**config.mk**
```make
export PLATFORM = sky130hd
export DESIGN_NAME = bitmap_center_crop_flip_blit_core
export DESIGN_NICKNAME = d
export VERILOG_FILES = /design/src/rtl/bcfb_pkg.sv /design/src/rtl/bcfb_cfg.sv /design/src/rtl/bcfb_scan.sv /design/src/rtl/bcfb_map.sv /design/src/rtl/bcfb_emit.sv /design/src/rtl/bitmap_center_crop_flip_blit_core.sv
export SDC_FILE = /design/constraint.sdc
export NUM_CORES = 1
export LEC_CHECK = 0
export ABC_AREA = 1
export BUFFER_PORTS_ARGS = -buffer_cell sky130_fd_sc_hd__buf_2
export CAP_MARGIN = 20
export CORE_ASPECT_RATIO = 1.25
export CORE_UTILIZATION = 60
export CTS_CLUSTER_SIZE = 25
export DETAILED_ROUTE_END_ITERATION = 16
export PLACE_DENSITY = 0.78
export SLEW_MARGIN = 20
export SYNTH_ARGS = -nofsm -noshare
export SYNTH_HDL_FRONTEND = slang
export SYNTH_HIERARCHICAL = 1
export SYNTH_SLANG_ARGS = --single-unit
```
**constraint.sdc**
```tcl
create_clock -name clk -period 8.2 [get_ports clk]
set_input_delay 0.41 -clock clk [delete_from_list [all_inputs] [get_ports clk]]
set_output_delay 0.41 -clock clk [all_outputs]
set_load 0.02 [all_outputs]
```
**src/rtl/bcfb_pkg.sv**
```systemverilog
// Shared types, register and format codes and pixel helpers for the
// centered bitmap blit core. No dependencies.
`default_nettype none

package bcfb_pkg;

  localparam int CFG_IDX_W  = 3;
  localparam int CFG_DATA_W = 13;
  localparam int FMT_W      = 2;
  localparam int PIX_W      = 24;
  localparam int IDX_W      = 24;
  localparam int ARGB_W     = 32;

  localparam logic [CFG_DATA_W-1:0] SOURCE_WIDTH_RST  = 13'd1280;
  localparam logic [CFG_DATA_W-1:0] SOURCE_HEIGHT_RST = 13'd720;
  localparam logic [CFG_DATA_W-1:0] FRAME_WIDTH_RST   = 13'd1280;
  localparam logic [CFG_DATA_W-1:0] FRAME_HEIGHT_RST  = 13'd720;

  localparam logic [7:0]  ALPHA_OPAQUE  = 8'hFF;
  localparam logic [15:0] RGB565_R_MASK = 16'hF800;
  localparam logic [15:0] RGB565_G_MASK = 16'h07E0;
  localparam logic [15:0] RGB565_B_MASK = 16'h001F;

  typedef enum logic [CFG_IDX_W-1:0] {
    REG_SOURCE_WIDTH  = 3'd0,
    REG_SOURCE_HEIGHT = 3'd1,
    REG_FRAME_WIDTH   = 3'd2,
    REG_FRAME_HEIGHT  = 3'd3,
    REG_PIXEL_FORMAT  = 3'd4
  } reg_index_t;

  typedef enum logic [FMT_W-1:0] {
    FMT_BGR24  = 2'd0,
    FMT_RGB565 = 2'd1
  } pix_fmt_t;

  // Per-stage status that moves down the pipeline with each transaction
  typedef struct packed {
    logic vld;
    logic done;
    logic hit;
  } stage_flags_t;

  // RGB565 to 24-bit RGB, the low bits of each channel repeated below it
  function automatic logic [23:0] expand565(input logic [15:0] p);
    logic [4:0] r;
    logic [5:0] g;
    logic [4:0] b;
    r = 5'((p & RGB565_R_MASK) >> 11);
    g = 6'((p & RGB565_G_MASK) >> 5);
    b = 5'(p & RGB565_B_MASK);
    return {r, r[2:0], g, g[1:0], b, b[2:0]};
  endfunction

endpackage

`default_nettype wire

```
**src/rtl/bcfb_cfg.sv**
```systemverilog
// Configuration registers, dimension clamping and registered window geometry.
// Depends on bcfb_pkg.
`default_nettype none

module bcfb_cfg #(
  parameter int MAX_DIMENSION = 4096,
  parameter int DW = $clog2(MAX_DIMENSION + 1),
  parameter int CW = $clog2(MAX_DIMENSION)
) (
  input  wire logic                            clk,
  input  wire logic                            rst_n,
  input  wire logic                            cfg_valid,
  output logic                                 cfg_ready,
  input  wire logic [bcfb_pkg::CFG_IDX_W-1:0]  cfg_index,
  input  wire logic [bcfb_pkg::CFG_DATA_W-1:0] cfg_data,
  output logic [DW-1:0]                        src_w,
  output logic [DW-1:0]                        src_h,
  output logic [DW-1:0]                        sxs_r,
  output logic [DW-1:0]                        sxe_r,
  output logic [DW-1:0]                        sys_r,
  output logic [DW-1:0]                        sye_r,
  output logic [CW-1:0]                        base_col_r,
  output logic [CW-1:0]                        base_row_r,
  output logic [DW-1:0]                        frm_w_r,
  output logic [bcfb_pkg::FMT_W-1:0]           fmt
);
  import bcfb_pkg::*;

  logic [CFG_DATA_W-1:0] source_width_r;
  logic [CFG_DATA_W-1:0] source_height_r;
  logic [CFG_DATA_W-1:0] frame_width_r;
  logic [CFG_DATA_W-1:0] frame_height_r;
  logic [FMT_W-1:0]      pixel_format_r;

  logic [DW-1:0] frm_w;
  logic [DW-1:0] frm_h;
  logic [DW-1:0] sxs_nxt, sxe_nxt, dxs;
  logic [DW-1:0] sys_nxt, sye_nxt, dys, dye;
  logic [CW-1:0] base_col_nxt, base_row_nxt;

  assign cfg_ready = 1'b1;

  always_ff @(posedge clk) begin
    if (!rst_n) begin
      source_width_r  <= SOURCE_WIDTH_RST;
      source_height_r <= SOURCE_HEIGHT_RST;
      frame_width_r   <= FRAME_WIDTH_RST;
      frame_height_r  <= FRAME_HEIGHT_RST;
      pixel_format_r  <= FMT_BGR24;
    end else if (cfg_valid && cfg_ready) begin
      unique case (cfg_index)
        REG_SOURCE_WIDTH:  source_width_r  <= cfg_data;
        REG_SOURCE_HEIGHT: source_height_r <= cfg_data;
        REG_FRAME_WIDTH:   frame_width_r   <= cfg_data;
        REG_FRAME_HEIGHT:  frame_height_r  <= cfg_data;
        REG_PIXEL_FORMAT:  pixel_format_r  <= cfg_data[FMT_W-1:0];
        default: ;
      endcase
    end
  end

  // Zero reads as one, anything above the maximum as the maximum
  function automatic logic [DW-1:0] clamp_dim(input logic [CFG_DATA_W-1:0] v);
    logic [DW-1:0] res;
    if (v == '0) begin
      res = DW'(1);
    end else if (32'(v) > MAX_DIMENSION) begin
      res = DW'(MAX_DIMENSION);
    end else begin
      res = DW'(v);
    end
    return res;
  endfunction

  assign src_w = clamp_dim(source_width_r);
  assign src_h = clamp_dim(source_height_r);
  assign frm_w = clamp_dim(frame_width_r);
  assign frm_h = clamp_dim(frame_height_r);
  assign fmt   = pixel_format_r;

  // Center each axis: crop a larger source, pad around a smaller one
  always_comb begin
    if (frm_w <= src_w) begin
      sxs_nxt = (src_w - frm_w) >> 1;
      sxe_nxt = sxs_nxt + frm_w;
      dxs     = '0;
    end else begin
      sxs_nxt = '0;
      sxe_nxt = src_w;
      dxs     = (frm_w - src_w) >> 1;
    end
    if (frm_h <= src_h) begin
      sys_nxt = (src_h - frm_h) >> 1;
      sye_nxt = sys_nxt + frm_h;
      dys     = '0;
      dye     = frm_h;
    end else begin
      sys_nxt = '0;
      sye_nxt = src_h;
      dys     = (frm_h - src_h) >> 1;
      dye     = dys + src_h;
    end
    // Row flip folds into one base: drow = (dye - 1 + sys) - row
    base_row_nxt = CW'(dye) - CW'(1) + CW'(sys_nxt);
    base_col_nxt = CW'(dxs) - CW'(sxs_nxt);
  end

  always_ff @(posedge clk) begin
    sxs_r      <= sxs_nxt;
    sxe_r      <= sxe_nxt;
    sys_r      <= sys_nxt;
    sye_r      <= sye_nxt;
    base_col_r <= base_col_nxt;
    base_row_r <= base_row_nxt;
    frm_w_r    <= frm_w;
  end

endmodule

`default_nettype wire

```
**src/rtl/bcfb_scan.sv**
```systemverilog
// Column and row counters plus the input register stage.
// Depends on bcfb_pkg.
`default_nettype none

module bcfb_scan #(
  parameter int MAX_DIMENSION = 4096,
  parameter int DW = $clog2(MAX_DIMENSION + 1),
  parameter int CW = $clog2(MAX_DIMENSION)
) (
  input  wire logic                       clk,
  input  wire logic                       rst_n,
  input  wire logic                       accept,
  input  wire logic                       s1_adv,
  input  wire logic [bcfb_pkg::PIX_W-1:0] pixel,
  input  wire logic [DW-1:0]              src_w,
  input  wire logic [DW-1:0]              src_h,
  output bcfb_pkg::stage_flags_t          s1_flags,
  output logic [CW-1:0]                   s1_col_r,
  output logic [CW-1:0]                   s1_row_r,
  output logic [bcfb_pkg::PIX_W-1:0]      s1_pix_r
);
  import bcfb_pkg::*;

  logic [CW-1:0] col_r, col_nxt;
  logic [CW-1:0] row_r, row_nxt;
  logic          wrap_col, wrap_row, done;
  logic          s1_vld_r, s1_done_r;

  // A counter at or past the size wraps as though it were the last one
  assign wrap_col = ((DW + 1)'(col_r) + (DW + 1)'(1)) >= (DW + 1)'(src_w);
  assign wrap_row = ((DW + 1)'(row_r) + (DW + 1)'(1)) >= (DW + 1)'(src_h);
  assign done     = wrap_col && wrap_row;

  always_comb begin
    col_nxt = col_r + CW'(1);
    row_nxt = row_r;
    if (wrap_col) begin
      col_nxt = '0;
      row_nxt = wrap_row ? '0 : row_r + CW'(1);
    end
  end

  always_ff @(posedge clk) begin
    if (!rst_n) begin
      col_r    <= '0;
      row_r    <= '0;
      s1_vld_r <= 1'b0;
    end else begin
      if (accept) begin
        col_r <= col_nxt;
        row_r <= row_nxt;
      end
      if (s1_adv) begin
        s1_vld_r <= accept;
      end
    end
  end

  always_ff @(posedge clk) begin
    if (accept) begin
      s1_col_r  <= col_r;
      s1_row_r  <= row_r;
      s1_pix_r  <= pixel;
      s1_done_r <= done;
    end
  end

  assign s1_flags.vld  = s1_vld_r;
  assign s1_flags.done = s1_done_r;
  assign s1_flags.hit  = 1'b0;

  a_done_restarts: assert property (@(posedge clk) disable iff (!rst_n)
    accept && done |=> col_r == '0 && row_r == '0)
    else $error("counters did not restart after the last pixel");

endmodule

`default_nettype wire

```
**src/rtl/bcfb_map.sv**
```systemverilog
// Window test, flipped destination row, destination column and ARGB conversion stage.
// Depends on bcfb_pkg.
`default_nettype none

module bcfb_map #(
  parameter int MAX_DIMENSION = 4096,
  parameter int DW = $clog2(MAX_DIMENSION + 1),
  parameter int CW = $clog2(MAX_DIMENSION)
) (
  input  wire logic                        clk,
  input  wire logic                        rst_n,
  input  wire logic                        s2_adv,
  input  bcfb_pkg::stage_flags_t           s1_flags,
  input  wire logic [CW-1:0]               s1_col,
  input  wire logic [CW-1:0]               s1_row,
  input  wire logic [bcfb_pkg::PIX_W-1:0]  s1_pix,
  input  wire logic [DW-1:0]               sxs,
  input  wire logic [DW-1:0]               sxe,
  input  wire logic [DW-1:0]               sys,
  input  wire logic [DW-1:0]               sye,
  input  wire logic [CW-1:0]               base_col,
  input  wire logic [CW-1:0]               base_row,
  input  wire logic [bcfb_pkg::FMT_W-1:0]  fmt,
  output bcfb_pkg::stage_flags_t           s2_flags,
  output logic [CW-1:0]                    s2_dcol_r,
  output logic [CW-1:0]                    s2_drow_r,
  output logic [bcfb_pkg::ARGB_W-1:0]      s2_argb_r
);
  import bcfb_pkg::*;

  logic              in_win, fmt_ok, hit;
  logic [23:0]       rgb;
  logic              s2_vld_r, s2_done_r, s2_hit_r;

  assign in_win = (DW'(s1_col) >= sxs) && (DW'(s1_col) < sxe) &&
                  (DW'(s1_row) >= sys) && (DW'(s1_row) < sye);
  assign fmt_ok = (fmt == FMT_BGR24) || (fmt == FMT_RGB565);
  assign hit    = in_win && fmt_ok;
  assign rgb    = (fmt == FMT_BGR24) ? s1_pix : expand565(s1_pix[15:0]);

  always_ff @(posedge clk) begin
    if (!rst_n) begin
      s2_vld_r <= 1'b0;
    end else if (s2_adv) begin
      s2_vld_r <= s1_flags.vld;
    end
  end

  always_ff @(posedge clk) begin
    if (s2_adv) begin
      s2_done_r <= s1_flags.done;
      s2_hit_r  <= hit;
      s2_dcol_r <= s1_col + base_col;
      s2_drow_r <= base_row - s1_row;
      s2_argb_r <= {ALPHA_OPAQUE, rgb};
    end
  end

  assign s2_flags.vld  = s2_vld_r;
  assign s2_flags.done = s2_done_r;
  assign s2_flags.hit  = s2_hit_r;

endmodule

`default_nettype wire

```
**src/rtl/bcfb_emit.sv**
```systemverilog
// Word index multiply-add and the output register.
// Depends on bcfb_pkg.
`default_nettype none

module bcfb_emit #(
  parameter int MAX_DIMENSION = 4096,
  parameter int DW = $clog2(MAX_DIMENSION + 1),
  parameter int CW = $clog2(MAX_DIMENSION)
) (
  input  wire logic                        clk,
  input  wire logic                        rst_n,
  input  wire logic                        out_adv,
  input  bcfb_pkg::stage_flags_t           s2_flags,
  input  wire logic [CW-1:0]               s2_dcol,
  input  wire logic [CW-1:0]               s2_drow,
  input  wire logic [bcfb_pkg::ARGB_W-1:0] s2_argb,
  input  wire logic [DW-1:0]               frm_w,
  output logic                             out_vld_r,
  output logic                             out_write_valid_r,
  output logic [bcfb_pkg::IDX_W-1:0]       out_word_index_r,
  output logic [bcfb_pkg::ARGB_W-1:0]      out_argb_value_r,
  output logic                             out_frame_done_r
);
  import bcfb_pkg::*;

  localparam int PW   = CW + DW;
  localparam int SUMW = (PW > IDX_W) ? PW : IDX_W;

  logic [PW-1:0]   prod;
  logic [SUMW-1:0] sum;

  assign prod = PW'(s2_drow) * PW'(frm_w);
  assign sum  = SUMW'(prod) + SUMW'(s2_dcol);

  always_ff @(posedge clk) begin
    if (!rst_n) begin
      out_vld_r <= 1'b0;
    end else if (out_adv) begin
      out_vld_r <= s2_flags.vld;
    end
  end

  // Outside the window, or in an unsupported format: zero payload
  always_ff @(posedge clk) begin
    if (out_adv) begin
      out_write_valid_r <= s2_flags.hit;
      out_frame_done_r  <= s2_flags.done;
      out_word_index_r  <= s2_flags.hit ? sum[IDX_W-1:0] : '0;
      out_argb_value_r  <= s2_flags.hit ? s2_argb : '0;
    end
  end

endmodule

`default_nettype wire

```
**src/rtl/bitmap_center_crop_flip_blit_core.sv**
```systemverilog
// Centered bitmap-to-framebuffer blit core, top level.
// Depends on bcfb_pkg, bcfb_cfg, bcfb_scan, bcfb_map and bcfb_emit.
//
// Usage:
//   Source pixels enter on the in_ channel in bitmap file order, one per
//   transaction (valid/stall). Each pixel yields exactly one result on the
//   out_ channel: a write flag, the destination word index (rows flipped),
//   the ARGB8888 value and a frame-done flag on the last pixel of the bitmap.
//   Geometry and pixel format are set through the cfg_ port (valid/ready,
//   always ready); write it only while no transaction is in flight.
//   An accepted pixel passes the input stage, the window/color stage and
//   the output register. Throughput: one pixel per clock while out_stall
//   is low, set by the three register stages (input, window/color, index
//   multiply-add) each taking a new transaction every cycle.
//   Receiver stall: the output register holds its result; the stages behind
//   keep filling empty slots, and in_stall rises only once all three stages
//   hold data, so up to three transactions sit in the pipe.
//   Reset (synchronous, rst_n low) empties the pipe, clears the column and
//   row counters and loads 1280x720 source and frame sizes in BGR24 format.
`default_nettype none

module bitmap_center_crop_flip_blit_core #(
  parameter int MAX_DIMENSION = 4096
) (
  input  wire logic                            clk,
  input  wire logic                            rst_n,
  input  wire logic                            in_valid,
  output logic                                 in_stall,
  input  wire logic [bcfb_pkg::PIX_W-1:0]      in_source_pixel,
  output logic                                 out_valid,
  input  wire logic                            out_stall,
  output logic                                 out_write_valid,
  output logic [bcfb_pkg::IDX_W-1:0]           out_word_index,
  output logic [bcfb_pkg::ARGB_W-1:0]          out_argb_value,
  output logic                                 out_frame_done,
  input  wire logic                            cfg_valid,
  output logic                                 cfg_ready,
  input  wire logic [bcfb_pkg::CFG_IDX_W-1:0]  cfg_index,
  input  wire logic [bcfb_pkg::CFG_DATA_W-1:0] cfg_data
);
  import bcfb_pkg::*;

  localparam int DW = $clog2(MAX_DIMENSION + 1);
  localparam int CW = $clog2(MAX_DIMENSION);

  logic [DW-1:0]    src_w, src_h;
  logic [DW-1:0]    sxs, sxe, sys, sye, frm_w;
  logic [CW-1:0]    base_col, base_row;
  logic [FMT_W-1:0] fmt;

  stage_flags_t      s1_flags, s2_flags;
  logic [CW-1:0]     s1_col, s1_row, s2_dcol, s2_drow;
  logic [PIX_W-1:0]  s1_pix;
  logic [ARGB_W-1:0] s2_argb;

  logic accept, s1_adv, s2_adv, out_adv;

  // A stage advances when it is empty or the next one advances
  assign out_adv  = !out_valid || !out_stall;
  assign s2_adv   = !s2_flags.vld || out_adv;
  assign s1_adv   = !s1_flags.vld || s2_adv;
  assign in_stall = !s1_adv;
  assign accept   = in_valid && !in_stall;

  bcfb_cfg #(
    .MAX_DIMENSION(MAX_DIMENSION),
    .DW(DW),
    .CW(CW)
  ) u_cfg (
    .clk        (clk),
    .rst_n      (rst_n),
    .cfg_valid  (cfg_valid),
    .cfg_ready  (cfg_ready),
    .cfg_index  (cfg_index),
    .cfg_data   (cfg_data),
    .src_w      (src_w),
    .src_h      (src_h),
    .sxs_r      (sxs),
    .sxe_r      (sxe),
    .sys_r      (sys),
    .sye_r      (sye),
    .base_col_r (base_col),
    .base_row_r (base_row),
    .frm_w_r    (frm_w),
    .fmt        (fmt)
  );

  bcfb_scan #(
    .MAX_DIMENSION(MAX_DIMENSION),
    .DW(DW),
    .CW(CW)
  ) u_scan (
    .clk      (clk),
    .rst_n    (rst_n),
    .accept   (accept),
    .s1_adv   (s1_adv),
    .pixel    (in_source_pixel),
    .src_w    (src_w),
    .src_h    (src_h),
    .s1_flags (s1_flags),
    .s1_col_r (s1_col),
    .s1_row_r (s1_row),
    .s1_pix_r (s1_pix)
  );

  bcfb_map #(
    .MAX_DIMENSION(MAX_DIMENSION),
    .DW(DW),
    .CW(CW)
  ) u_map (
    .clk       (clk),
    .rst_n     (rst_n),
    .s2_adv    (s2_adv),
    .s1_flags  (s1_flags),
    .s1_col    (s1_col),
    .s1_row    (s1_row),
    .s1_pix    (s1_pix),
    .sxs       (sxs),
    .sxe       (sxe),
    .sys       (sys),
    .sye       (sye),
    .base_col  (base_col),
    .base_row  (base_row),
    .fmt       (fmt),
    .s2_flags  (s2_flags),
    .s2_dcol_r (s2_dcol),
    .s2_drow_r (s2_drow),
    .s2_argb_r (s2_argb)
  );

  bcfb_emit #(
    .MAX_DIMENSION(MAX_DIMENSION),
    .DW(DW),
    .CW(CW)
  ) u_emit (
    .clk               (clk),
    .rst_n             (rst_n),
    .out_adv           (out_adv),
    .s2_flags          (s2_flags),
    .s2_dcol           (s2_dcol),
    .s2_drow           (s2_drow),
    .s2_argb           (s2_argb),
    .frm_w             (frm_w),
    .out_vld_r         (out_valid),
    .out_write_valid_r (out_write_valid),
    .out_word_index_r  (out_word_index),
    .out_argb_value_r  (out_argb_value),
    .out_frame_done_r  (out_frame_done)
  );

  a_stall_only_when_full: assert property (@(posedge clk) disable iff (!rst_n)
    in_stall |-> s1_flags.vld && s2_flags.vld && out_valid && out_stall)
    else $error("input stalled while the pipeline has a free slot");

  a_skip_is_zero: assert property (@(posedge clk) disable iff (!rst_n)
    out_valid && !out_write_valid |-> out_word_index == '0 && out_argb_value == '0)
    else $error("skipped pixel carries a nonzero payload");

  a_alpha_opaque: assert property (@(posedge clk) disable iff (!rst_n)
    out_valid && out_write_valid |-> out_argb_value[31:24] == ALPHA_OPAQUE)
    else $error("written pixel is not fully opaque");

endmodule

`default_nettype wire
```
# Word-level counts from Yosys, hierarchy flattened
# Index checks and enable logic that the tools add are counted.
[totals] reg_bits=318 latchBits=0 ram_bits=0 rom_bits=0 elab_cells=109 memories=0
[op_classes] addsub=17 mul=1 div=0 order_cmp=12 eq_ne=5 shift=0 muxes=17 bitwise_logic=0 n_reduce_logical=27
[ops] op="2-to-1 mux 13 bit" count=10
[ops] op="2-to-1 mux 12 bit" count=6
[ops] op="greater-than comparator 13 bit, second input constant" count=4
[ops] op="zero test 13 bit" count=4
[ops] op="subtractor 13 bit" count=4
[ops] op="adder 12 bit" count=3
[ops] op="adder 12 x 1 -> 13 bit, second input constant" count=2
[ops] op="adder 12 x 13 -> 13 bit" count=2
[ops] op="less-or-equal comparator 13 bit" count=2
[ops] op="< comparator 12 x 13 -> 1 bit" count=2
[ops] op="adder 12 x 1 -> 12 bit, second input constant" count=2
[ops] op="adder 24 x 12 -> 24 bit" count=1
[ops] op="greater-or-equal comparator 12 bit" count=2
[ops] op="multiplier 12 x 13 -> 24 bit" count=1
[ops] op="2-to-1 mux 24 bit" count=1
[ops] op="subtractor 12 bit" count=2
[ops] op="greater-or-equal comparator 14 x 13 -> 1 bit" count=1
[ops] op="greater-or-equal comparator 13 bit" count=1
[ops] op="AND reduction 2 bit" count=6
[ops] op="subtractor 12 x 1 -> 12 bit, second input constant" count=1
[ops] op="equality test 3 x 2 -> 1 bit, second input constant" count=2
[ops] op="logical AND 1 bit" count=6
[ops] op="zero test 1 bit" count=5
[ops] op="logical OR 1 bit" count=4
[ops] op="5 further kinds" count=5

# Logic depth before layout (Yosys ltp)
[depth] word_depth=8 mapped_depth=36

# By module
# Netlist, hierarchy kept.
[modules_own_cells] module="bcfb_cfg" instances=1 cells_per_inst=1445 area_per_inst_um2=9993.3 seq_area_each_um2=2822.7
[modules_own_cells] module="bcfb_emit" instances=1 cells_per_inst=1059 area_per_inst_um2=8294.2 seq_area_each_um2=1761.7
[modules_own_cells] module="bcfb_map" instances=1 cells_per_inst=527 area_per_inst_um2=4276.6 seq_area_each_um2=1521.5
[modules_own_cells] module="bcfb_scan" instances=1 cells_per_inst=410 area_per_inst_um2=3742.3 seq_area_each_um2=1971.9
[modules_own_cells] module="bitmap_center_crop_flip_blit_core" instances=1 cells_per_inst=7 area_per_inst_um2=35.0 seq_area_each_um2=0.0

# Worst setup path before layout
# Ideal clock, no wire load.
[synth_path] path_kind="flip-flop to flip-flop" from="register u_cfg.source_height_r[8]" to="register u_cfg.base_row_r[11]" arrival_ns=4.694 path_slack_ns=3.397 path_stages_with_launch=32 synth_period_minus_slack_ns=4.803 cell_sequence="dfxtp_1 -> nor4_1 -> nand4_1 -> nand2_1 -> inv_1 -> nor2_1 -> inv_1 -> ha_1 -> buf_2 -> a21oi_1 -> o21ai_1 -> a21oi_1 -> xor2_1 -> ha_1 -> a21oi_1 -> a21boi_0 -> o21ai_0 -> nand3_1 -> nand2_1 -> xor2_1 -> o21ai_1 -> ha_1 -> inv_1 -> ha_1 -> nand2_1 -> nor2_1 -> nand3_1 -> nand4_1 -> xnor2_1 -> nand3b_1 -> nand2_1 -> inv_1"
[synth_via] elab_chain_len=8
[synth_rtl] element="start, declared" line_no="bcfb_cfg.sv:30" source="logic [CFG_DATA_W-1:0] source_height_r;"
[synth_rtl] element="start signal, assigned" line_no="bcfb_cfg.sv:53" source="REG_SOURCE_HEIGHT: source_height_r <= cfg_data;"
[synth_rtl] element="greater-than comparator 13 bit" line_no="bcfb_cfg.sv:67" source="end else if (32'(v) > MAX_DIMENSION) begin"
[synth_rtl] element="2-to-1 mux 13 bit" line_no="bcfb_cfg.sv:67"
[synth_rtl] element="2-to-1 mux 13 bit *" line_no="bcfb_cfg.sv:65" source="if (v == '0) begin"
[synth_rtl] element="named net src_h[2]" line_no="bitmap_center_crop_flip_blit_core.sv:46" source="logic [DW-1:0] src_w, src_h;"
[synth_rtl] element="subtractor 13 bit" line_no="bcfb_cfg.sv:100" source="dys = (frm_h - src_h) >> 1;"
[synth_rtl] element="adder 12 bit" line_no="bcfb_cfg.sv:101" source="dye = dys + src_h;"
[synth_rtl] element="2-to-1 mux 12 bit" line_no="bcfb_cfg.sv:92" source="if (frm_h <= src_h) begin"
[synth_rtl] element="subtractor 12 x 1 -> 12 bit" line_no="bcfb_cfg.sv:104" source="base_row_nxt = CW'(dye) - CW'(1) + CW'(sys_nxt);"
[synth_rtl] element="adder 12 bit *" line_no="bcfb_cfg.sv:104"
[synth_rtl] element="named net u_cfg.base_row_nxt[11]" line_no="bcfb_cfg.sv:39" source="logic [CW-1:0] base_col_nxt, base_row_nxt;"
[synth_rtl] element="end signal, assigned" line_no="bcfb_cfg.sv:114" source="base_row_r <= base_row_nxt;"
[synth_rtl] element="end, declared" line_no="bcfb_cfg.sv:23" source="output logic [CW-1:0] base_row_r,"
# The timed path passes the listed nets; every way through them passes the cells marked *.
# A chain may end at the register's enable or synchronous reset.

# Worst setup path in the final report
[layout_path] from="register u_cfg.source_height_r[9]" to="register u_cfg.base_row_r[10]"
# Same word-level chain as after synthesis.

==> flow_summary.yaml <==
critical_path:
  timing.reg2reg.setup_slack_ps: 2460
  crit_path_start: "u_cfg/source_height_r[9]"
  crit_type: "reg2reg"
  r2r-start: "u_cfg/source_height_r[9]"
  crit_end: "u_cfg/base_row_r[10]"
  crit_fanout: 6
  worstPathArrival_ps: 6160
  crit_path_end_kind: "flop"
  startpoint_type: "flop"
  r2r-end: "u_cfg/base_row_r[10]"
  cp.required_ps: 8620
  r2r_cells: 27
global_route:
  overflow: 0
  grt_pass1_vias: 20500
  grt_antenna_before_repair: 2
  grt_max_degree: 72
  grt_first_pass_wirelength_um: 101000
  grtUsageTotal_pct: 28.3
timing:
  hold_ws_ps: 22.6
  worst_pin_slew_ps: 766
  layout_min_cycle_time_ps: 5740
  maxSlewHeadroom_pct: 48.4
  rsz0062_at_grt: "false"
  setup_violations: 0
  fin_setup_tns_ps: 0
  skew_ps: 16.7
  maxSlewViolCount: 0
  clock.fmax_mhz: 174
  hold_viol_final: 0
  post-route-period-util_pct: 70.0
  fin_ws_ps: 2460
logic_synthesis:
  synthCells: 3446
  yosysWarnings: 6
  syn_area_sq_um: 26300
  syn_area_per_cell_sq_um: 7.64
route:
  totalWireLength_um: 62800
  drc: 0
  first_pass_iters: 5
  viasPerCell: 5.17
  drtIter0Drc: 1220
  antenna_left: 0
  num_vias: 21200
  wl_per_cell_um: 15.3
clock_tree:
  cts_num_sinks: 325
  cts_tree: "built"
  post_cts_resized: 0
  cts_buffers: 35
  htree_levels: 2
  cts_root_buffer: "clkbuf_16"
  cts_buffer_depth: 3
  clk_pin_slew_ps: 60
  hold_buffers: 8
  clk_latency_ps: 560
  postCtsSetupBuffers: 0
final_layout:
  fillers: 3759
  area.sequential_sq_um: 8080
  multi_input_area_sq_um: 14800
  post-route-util_pct: 65.8
  area_growth_pct: 7.92
  drive_gt1_share_pct: 7.29
  final_area_sq_um: 28400
  nets: 3970
run_status:
  status: "finished clean"
pwr:
  power_density_nw_per_um2: 344
  leakage_nw: 15.5
  vdd_ir_drop_max_uv: 288
floorplan:
  dieArea_sq_um: 44700
  core_area_sq_um: 43200
  num_io_pins: 106
  die_x_um: 189
  die_h_um: 236
  start_util_pct: 61.0
  core.rowCount: 85
placed_design:
  place_ws_ps: 2530
  placed_area_sq_um: 27100
  portBuffers: 104
  globalplace.congestion: 0.967
  place_hpwl_um: 50600
worst_hold_path:
  hold_path_class: "in2reg"
run:
  drv_cap: 0
==> through the flow <==
stage / std cells / power (mW)
3_3_place_gp: 4034 / 8.02
3_5_place_dp: 4034 / 8.11
6_report: 4107 / 9.76
5_1_grt: 4106 / 10.7
2_1_floorplan: 3454 / 6.80
4_1_cts: 4104 / 9.78
==> worst min path at each step <==
stage | start | endpoint | slack, ps | cells past startpoint
finish | in_source_pixel[7] | u_scan/s1_pix_r[7] | 20 | 1
floorplan | u_scan/col_r[10] | u_scan/s1_col_r[10] | 410 | 0
global placement | u_scan/s1_done_r | u_map/s2_done_r | 400 | 0
detailed placement | u_scan/s1_done_r | u_map/s2_done_r | 410 | 0
global route | in_source_pixel[1] | u_scan/s1_pix_r[1] | 7 | 1
CTS | in_source_pixel[19] | u_scan/s1_pix_r[19] | 0.5 | 1
==> area by class of cell <==
| cell class | instances | area share (%) |
|---|---|---|
| repair buffers | 119 | 2.30 |
| clock inverters | 19 | 0.903 |
| inverters | 795 | 10.5 |
| diodes | 3 | 0.0264 |
| well taps | 565 | 2.49 |
| flip-flops and latches | 325 | 28.4 |
| clock buffers | 43 | 3.30 |
| multi-input cells | 2238 | 52.1 |
==> per-layer routing <==
layer / GRT usage, % / vias to the layer above / part of all wire, %
met5: 0 / - / 0
met4: 13.5 / 0 / 4.6
met3: 3.45 / 168 / 4.2
met2: 50.1 / 588 / 50
met1: 33.7 / 9713 / 41
li1: - / 10800 / -
==> where the power goes <==
group | internal, mW | switching, mW | leakage [nW]
Sequential | 2.08 | 0.276 | 3.11
Clock | 0.958 | 0.675 | 0.578
Combinational | 2.09 | 3.68 | 11.8
Total | 5.13 | 4.63 | 15.5
==> registers in the layout (all words and copies together) (netlist names), 2 cells and up <==
register and flops:
u_emit/out_argb_value_r 32, u_emit/out_word_index_r 24, u_map/s2_argb_r 24, u_scan/s1_pix_r 24, u_cfg/frame_height_r 13, u_cfg/frame_width_r 13
u_cfg/frm_w_r 13, u_cfg/source_height_r 13, u_cfg/source_width_r 13, u_cfg/sxe_r 13, u_cfg/sye_r 13, u_cfg/base_col_r 12
u_cfg/base_row_r 12, u_cfg/sxs_r 12, u_cfg/sys_r 12, u_map/s2_dcol_r 12, u_map/s2_drow_r 12, u_scan/col_r 12
u_scan/row_r 12, u_scan/s1_col_r 12, u_scan/s1_row_r 12, u_cfg/fmt 2
==> cells in the final DEF, fill, tap and decap left out, types with 16 or more instances in the layout <==
cell type	instances
o21ai_0	121
edfxtp_1	157
nor2_2	16
nand2_2	24
inv_1	774
nand4_1	42
nor3_1	20
buf_2	104
a21oi_1	187
xor2_1	76
fa_1	131
inv_2	19
nand2_1	812
clkbuf_16	36
nand3_1	105
xnor2_1	43
dfxtp_1	168
ha_1	280
o21ai_1	32
nor2_1	243
==> worst max-delay path, stage by stage, from the launching register on <==
cell and delay (ps):
dfxtp_1 320, nor4_1 300, nand4_1 150, nand2_1 150, inv_1 120, nor2_1 380
inv_1 100, ha_1 410, a21oi_1 170, o21ai_1 120, a21oi_1 300, xor2_1 180
ha_1 310, a21oi_1 200, a21boi_0 310, o21ai_0 200, nand3_1 110, nand2_1 70
xor2_1 130, o21ai_1 80, ha_1 290, inv_1 40, ha_1 360, nand2_1 130
a21oi_1 50, a211oi_1 200, o311ai_0 230, xor2_1 190
(Power assumes the default switching activity.)
